### src/hw/rtl/qpht_pkg.sv
// Package for the quadratic-probe hash table core.
// Holds the table size, command, status and bucket-state codes and the queue entry type.
// Depends on nothing.
`default_nettype none
package qpht_pkg;
   // Table size; probe indexing takes the low hash bits, so keep it a power of two.
   localparam int CAPACITY = 256;

   localparam logic [1:0] CMD_LOOKUP = 2'd0;
   localparam logic [1:0] CMD_INSERT = 2'd1;
   localparam logic [1:0] CMD_DELETE = 2'd2;
   localparam logic [1:0] CMD_SET    = 2'd3;

   localparam logic [1:0] ST_DONE     = 2'd0;
   localparam logic [1:0] ST_NOTFOUND = 2'd1;
   localparam logic [1:0] ST_FULL     = 2'd2;

   localparam logic [1:0] BKT_EMPTY   = 2'd0;
   localparam logic [1:0] BKT_ACTIVE  = 2'd1;
   localparam logic [1:0] BKT_DELETED = 2'd2;
   localparam logic [1:0] BKT_MASK    = 2'h3;

   typedef struct packed {
      logic [1:0]  command;
      logic        stop_at_empty;
      logic [31:0] key_hash;
      logic [31:0] key;
      logic [31:0] value_in;
   } op_type;
endpackage
`default_nettype wire

### src/hw/rtl/qpht_front.sv
// Front end: accepts requests, classifies them and queues them (two entries).
// Depends on qpht_pkg.
`default_nettype none
module qpht_front (
   input  wire                  clock,
   input  wire                  reset,
   input  wire                  req_valid,
   output logic                 req_ready,
   input  wire [1:0]            req_command,
   input  wire [31:0]           req_key_hash,
   input  wire [31:0]           req_key,
   input  wire [31:0]           req_value_in,
   output logic                 op_valid,
   input  wire                  op_ready,
   output qpht_pkg::op_type     op_data
);
   import qpht_pkg::*;

   op_type     q_ff [2];
   logic [1:0] cnt_ff, cnt_in;
   logic       wp_ff, wp_in, rp_ff, rp_in;
   logic       push, pop;
   op_type     entry;

   assign req_ready = (cnt_ff != 2'd2);
   assign push      = req_valid && req_ready;
   assign op_valid  = (cnt_ff != 2'd0);
   assign pop       = op_valid && op_ready;
   assign op_data   = q_ff[rp_ff];

   always_comb begin
      entry.command       = req_command;
      entry.stop_at_empty = (req_command == CMD_LOOKUP);
      entry.key_hash      = req_key_hash;
      entry.key           = req_key;
      entry.value_in      = req_value_in;
      wp_in  = wp_ff ^ push;
      rp_in  = rp_ff ^ pop;
      cnt_in = cnt_ff + {1'b0, push} - {1'b0, pop};
   end

   always_ff @(posedge clock) begin
      if (push) q_ff[wp_ff] <= entry;
      if (reset) begin
         cnt_ff <= '0;
         wp_ff  <= 1'b0;
         rp_ff  <= 1'b0;
      end else begin
         cnt_ff <= cnt_in;
         wp_ff  <= wp_in;
         rp_ff  <= rp_in;
      end
   end

   a_cnt_range: assert property (@(posedge clock) disable iff (reset) cnt_ff <= 2'd2)
      else $error("queue count overflow");
   a_no_push_full: assert property (@(posedge clock) disable iff (reset)
      cnt_ff == 2'd2 |-> !push) else $error("push into full queue");
   a_cnt_step: assert property (@(posedge clock) disable iff (reset)
      push && !pop |=> cnt_ff == $past(cnt_ff) + 2'd1) else $error("count step");
endmodule
`default_nettype wire

### config.mk
export PLATFORM = sky130hd
export DESIGN_NAME = qpht_front
export DESIGN_NICKNAME = d
export VERILOG_FILES = /design/src/hw/rtl/qpht_pkg.sv /design/src/hw/rtl/qpht_front.sv
export SDC_FILE = /design/constraint.sdc
export NUM_CORES = 1
export LEC_CHECK = 0
export ABC_CLOCK_PERIOD_IN_PS = 5500
export BUFFER_PORTS_ARGS = -buffer_cell sky130_fd_sc_hd__buf_2
export CORE_ASPECT_RATIO = 2
export CORE_MARGIN = 8
export CORE_UTILIZATION = 46
export CTS_CLUSTER_DIAMETER = 50
export CTS_CLUSTER_SIZE = 24
export DETAILED_ROUTE_END_ITERATION = 8
export GPL_TIMING_DRIVEN = 0
export PLACE_DENSITY = 0.72
export SETUP_SLACK_MARGIN = 0.15
export SLEW_MARGIN = 5
export SYNTH_ARGS = -nofsm -noshare
export SYNTH_HDL_FRONTEND = slang
export SYNTH_SLANG_ARGS = --single-unit
### constraint.sdc
create_clock -name clock -period 5.5 [get_ports clock]
set_input_delay 1.65 -clock clock [delete_from_list [all_inputs] [get_ports clock]]
set_output_delay 1.65 -clock clock [all_outputs]
set_load 0.005 [all_outputs]
==> results of run 1 <==
[registers in the layout, summed over array words and instances, names as in the netlist]
signal and flops:
rp_ff 1, q_ff 198, cnt_ff 2, wp_ff 1
[routing by layer]
metal  global-route usage [%]  wire length, um  up-vias
li1                         -                -     1760
met1                     12.8             4820     1884
met2                     28.5             8880      118
met3                     3.46              869       32
met4                     6.51              541        4
met5                        0               27        -
[power groups by stage]
stage,clock network (mW),logic [mW],registers (mW)
global placement,0,0.796,2.00
detailed placement,0,0.834,1.98
floorplan,0,0.459,1.98
finish,0.896,0.811,1.94
global route,0.972,0.883,1.96
CTS,0.922,0.839,1.95
[path summary, 6_finish.rpt]
| path | to | slack (ps) | depth (start not counted) |
|---|---|---|---|
| setup / recovery | op_data[34] | 2060 | 4 |
| setup reg to reg | q_ff[0][34] | 3320 | 4 |
| hold reg to reg | wp_ff | 600 | 3 |
| hold / removal | wp_ff | 600 | 3 |
[cell families after synthesis]
kind of cell / count (synthesis)
muxes: 100
AOI/OAI and AO/OA: 5
xor gates and xnor gates: 1
buffers and inverters: 12
adders and majority gates: 2
DFF: 202
and+or+nand+nor: 14
[stage by stage]
| stage | std cells | hold slack (ps) | power, mW | setup TNS, ps | instance area (sq um) |
|---|---|---|---|---|---|
| finish | 764 | 601 | 3.65 | 0 | 9080 |
| global route | 764 | 622 | 3.82 | 0 | 9080 |
| CTS | 760 | 606 | 3.71 | 0 | 9070 |
| detailed placement | 741 | 592 | 2.82 | 0 | 8710 |
| global placement | 739 | 549 | 2.80 | -51400 | 8640 |
| floorplan | 336 | 524 | 2.44 | 0 | 7380 |
[cell usage after synthesis]
master and instances:
edfxtp_1 198, mux2_2 99, buf_4 10, nor2_1 6, dfxtp_1 4, ha_1 2
nor2b_1 2, o21ai_0 2, a211oi_1 1, a21bo_1 1, a32oi_1 1, and2_1 1
and2b_2 1, and3_1 1, buf_2 1, inv_1 1, mux2_1 1, nand2b_1 1
nand3_1 1, or2_2 1, xor2_1 1
[area by class of cell]
class	instances	area, sq um	area share (%)
sequential	202	6030	66.4
multi-input combinational	122	1290	14.2
timing repair buffer	204	1060	11.7
clock buffer	16	347	3.82
tap	201	251	2.77
buffer	11	80.1	0.882
clock inverter	3	17.5	0.193
antenna	4	10.0	0.110
inverter	1	3.75	0.0413
[worst max-delay path: cells and delay by family (launching register included)]
| kind | cells | cell delay, ps |
|---|---|---|
| buffers and inverters | 3 | 680 |
| muxes | 1 | 360 |
| DFF | 1 | 310 |
==> flow_summary_export.csv, run 1 <==
group,metric,value,unit
clock_network,cts-root-buf,"clkbuf_16",
setup_path,slowest_stage,"mux2_2",
placed_design,port_buffers,202,
finish,drive_gt1_share,59.9,%
grt,grt_pass1_wl,22700,um
die,die_w,106,um
grt,grt_pass1_vias,4248,
setup_path,critical_path_class,"flop to output pin",
die,die-area,0.0206,sq mm
run,max_cap_viol_count,0,
finish,area.growth.synth_to_final,23.1,%
power,peakVddDrop,362,uV
sta,clock_skew,8.91,ps
logic_synthesis,synth_mux_area_share,15.3,%
status,status,"completed",
setup_path,cp_data_required_time,3850,ps
power,pwr-share-seq,53.3,%
die,initial_utilization,46.8,%
sta,finalCriticalPeriod,3440,ps
setup_path,cp_common_cell,"buf_2",
clock_network,cts_buffers,12,
sta,max_freq,290,MHz
logic_synthesis,synth_area_per_cell,22.0,sq um
logic_synthesis,yosys_warnings,0,
logic_synthesis,synth_area_leader_cell,"edfxtp_1",
setup_path,endpoint_kind,"output pin",
power,p_int,2.76,mW
logic_synthesis,synthXorXnorAreaFrac,0.119,%
setup_path,crit_arrival,1790,ps
logic_synthesis,synth_compound_area_share,0.492,%
power,power.share.switching,24.3,%
setup_path,critPathLaunchType,"flop",
power,p_per_area,402,mW/mm^2
logic_synthesis,syn_nets,440,
route,dr.pass1.iters,4,
finish,fin_nets,658,
worst_hold_path,hp-class,"flop to flop",
die,rows,65,
sta,slew_violations,0,
logic_synthesis,synth_seq_area_share,81.7,%
die,die_h,195,um
placed_design,routabilityCongestion,0.763,
setup_path,worstPathCellList,"buf_2, buf_4, mux2_2, buf_2",
clock_network,post_cts_resized,0,
route,routed_wl,15100,um
power,clockPowerShare,24.5,%
sta,rsz0062_at_grt,"no",
finish,final_cell_mix,"buf_2 (203), edfxtp_1 (198), mux2_2 (99)",
clock_network,clockBufferDepth,3,
sta,setup_violations,0,
power,leakagePower,3.37,nW
grt,globalRouteOverflowTotal,0,
sta,relSlewSlack,43.0,%
worst_hold_path,min_from,"wp_ff",
setup_path,cp_slowest_stage_delay,360,ps
sta,fin_ws,2060,ps
finish,n_fill_cell,1271,
clock_network,post-cts-setup-buffers,0,
grt,antenna_found_initial,6,
route,drc,0,
grt,grt_max_degree,59,
sta,final.period_utilization,62.6,%
clock_network,clk_pin_slew,90,ps
logic_synthesis,yosys.cell_types.count,21,
sta,worstMarginPinSlew,855,ps
clock_network,cts_tree,"built",
logic_synthesis,synth_top_family_by_area,"multiplexers",
logic_synthesis,synth_fa_ha_area_share,0.339,%
route,viasPerCell,4.97,
finish,utilization,57.6,%
route,drt_iter0_drc,158,
route,via_count,3798,
logic_synthesis,synthTopCellsByArea,"edfxtp_1 (81%), mux2_2 (15%), dfxtp_1 (1.1%)",
power,power_switching,889,uW
clock_network,h-tree-depth,1,
clock_network,cts_hold_buf,0,
logic_synthesis,syn-cell-area,0.00738,sq mm
placed_design,dpl.hpwl,11100,um
clock_network,clk_latency,450,ps
finish,final_common_cell,"buf_2",
placed_design,dp_slack,2070,ps
clock_network,cts_num_sinks,202,
logic_synthesis,post_synth_and_or_nand_nor_area_fraction,1.00,%
route,ant_nets,0,
logic_synthesis,synth_top_area_share,80.6,%
logic_synthesis,synth_seq_cells,202,
die,ioPinCount,203,
setup_path,timing.rr.start,"cnt_ff[0]",
sta,final_hold_viol_count,0,
grt,track_usage,14.3,%
die,core-area,0.0158,sq mm
power,power_frac_comb,22.2,%
setup_path,cp-startpoint,"rp_ff",
route,detail_route.wl_per_cell,19.8,um
setup_path,crit_fanout,10,
logic_synthesis,postSynthCellCount,336,
No activity file was read; power rests on OpenSTA's default activity.
==> inputs of run 2 (changes only) <==
- ABC_CLOCK_PERIOD_IN_PS: 5500 -> 3300
- clock period: 5.5 -> 3.3 ns (I/O delays scaled with it)
==> run 2 against run 1 <==
  * Worst setup slack got worse by 1500 ps
  * Sequential share of layout area decreased by 0.17 points
  * Largest power group unchanged
  * Clock power increased by 75%
  * Final cell count unchanged
  * Non-clock buffer count unchanged
  * Core utilization increased by 0.15 points
  * Clock-buffer cell count increased by 1
  * Routed wire length increased by 2.6%
  * Cell area increased by 0.26%
  * Critical endpoint is now op_data[72]
==> flow_summary_export.csv, run 2 (synthesis gave the netlist of run 1 again) <==
group,metric,value,unit
die,die-area,0.0206,sq mm
die,initial_utilization,46.8,%
placed_design,dpl.hpwl,11500,um
clock_network,clk_pin_slew,90,ps
route,drc,0,
finish,seq_area,0.00603,sq mm
sta,slew_violations,0,
finish,final_cell_mix,"buf_2 (203), edfxtp_1 (198), mux2_2 (99)",
clock_network,post-cts-setup-buffers,0,
sta,final_hold_viol_count,0,
route,via_count,3857,
grt,grt_pass1_wl,23200,um
clock_network,cts_tree,"built",
placed_design,port_buffers,202,
grt,globalRouteOverflowTotal,0,
grt,grt_pass1_vias,4349,
route,dr.pass1.iters,4,
power,p_per_area,678,mW/mm^2
power,peakVddDrop,545,uV
finish,largest_reg_flops,198,
route,drt_iter0_drc,117,
finish,largest-register,"q_ff",
route,routed_wl,15500,um
sta,finalCriticalPeriod,2760,ps
setup_path,crit_arrival,1770,ps
finish,final_area,0.00910,sq mm
die,core-area,0.0158,sq mm
die,die_h,195,um
finish,area.growth.synth_to_final,23.4,%
sta,relSlewSlack,55.0,%
clock_network,post_cts_resized,0,
clock_network,cts_hold_buf,0,
grt,antenna_found_initial,3,
status,status,"completed",
route,viasPerCell,5.05,
clock_network,h-tree-depth,1,
power,leakagePower,3.38,nW
die,die_w,106,um
finish,fin_nets,658,
clock_network,clk_latency,460,ps
setup_path,critical_path_class,"flop to output pin",
sta,worstMarginPinSlew,676,ps
worst_hold_path,hp-class,"flop to flop",
placed_design,routabilityCongestion,0.747,
die,rows,65,
sta,max_freq,363,MHz
setup_path,critPathLaunchType,"flop",
clock_network,clockBufferDepth,3,
finish,final_common_cell,"buf_2",
finish,multi_input_area,0.00129,sq mm
setup_path,cp_data_required_time,2310,ps
setup_path,endpoint_kind,"output pin",
sta,setup_violations,0,
sta,finalSetupTns,0,ps
clock_network,cts_num_sinks,202,
grt,grt_max_degree,57,
clock_network,cts-root-buf,"clkbuf_16",
finish,drive_gt1_share,59.6,%
sta,rsz0062_at_grt,"no",
run,max_cap_viol_count,0,
die,ioPinCount,203,
sta,final.period_utilization,83.5,%
setup_path,crit_fanout,10,
grt,track_usage,14.5,%
finish,n_fill_cell,1282,
route,detail_route.wl_per_cell,20.3,um
finish,largestRegisters,"q_ff: 198 flops, cnt_ff: 2 flops",
clock_network,cts_buffers,12,
sta,clock_skew,10.6,ps
placed_design,dpl-instance-area,0.00871,sq mm
route,ant_nets,0,
[run 2: worst paths after layout]
check	from	to	slack, ps	depth (start not counted)
setup / recovery	rp_ff	op_data[72]	540	4
hold / removal	wp_ff	wp_ff	600	3
setup reg to reg	cnt_ff[0]	q_ff[0][72]	1180	4
hold reg to reg	wp_ff	wp_ff	600	3
[run 2: critical path: stages (launching register included)]
cell and delay, ps:
dfxtp_1 310, buf_2 260, buf_4 250, mux2_2 350, buf_2 140
[run 2: routing by layer]
layer	wire length [um]	track usage, %	vias up
met5	0	0	-
met4	412	6.04	0
met3	905	3.40	25
met2	9300	29.8	122
met1	4920	12.4	1946
li1	-	-	1764
[run 2: final cells by class]
cell class	instances	area share (%)
buffer	11	0.879
inverter	1	0.0412
tap	201	2.76
clock inverter	3	0.467
timing repair buffer	204	11.7
sequential	202	66.2
clock buffer	17	3.74
antenna	3	0.0825
multi-input combinational	122	14.1
[run 2: report_power, final]
part / switching, mW / internal, mW
Clock: 0.764 / 0.809
Combinational: 0.663 / 0.693
Sequential: 0.0734 / 3.17
[run 2: metrics by stage]
stage / instances / hold slack (ps) / utilization [%] / power, mW / worst slack [ps]
after global placement: 739 / 574 / 54.8 / 4.64 / -292
after CTS: 761 / 604 / 57.7 / 6.27 / 470
final: 764 / 599 / 57.7 / 6.17 / 544
after global routing: 764 / 634 / 57.7 / 6.44 / 424
after detailed placement: 741 / 592 / 55.2 / 4.70 / 646
after floorplan: 336 / 553 / - / 4.05 / 452
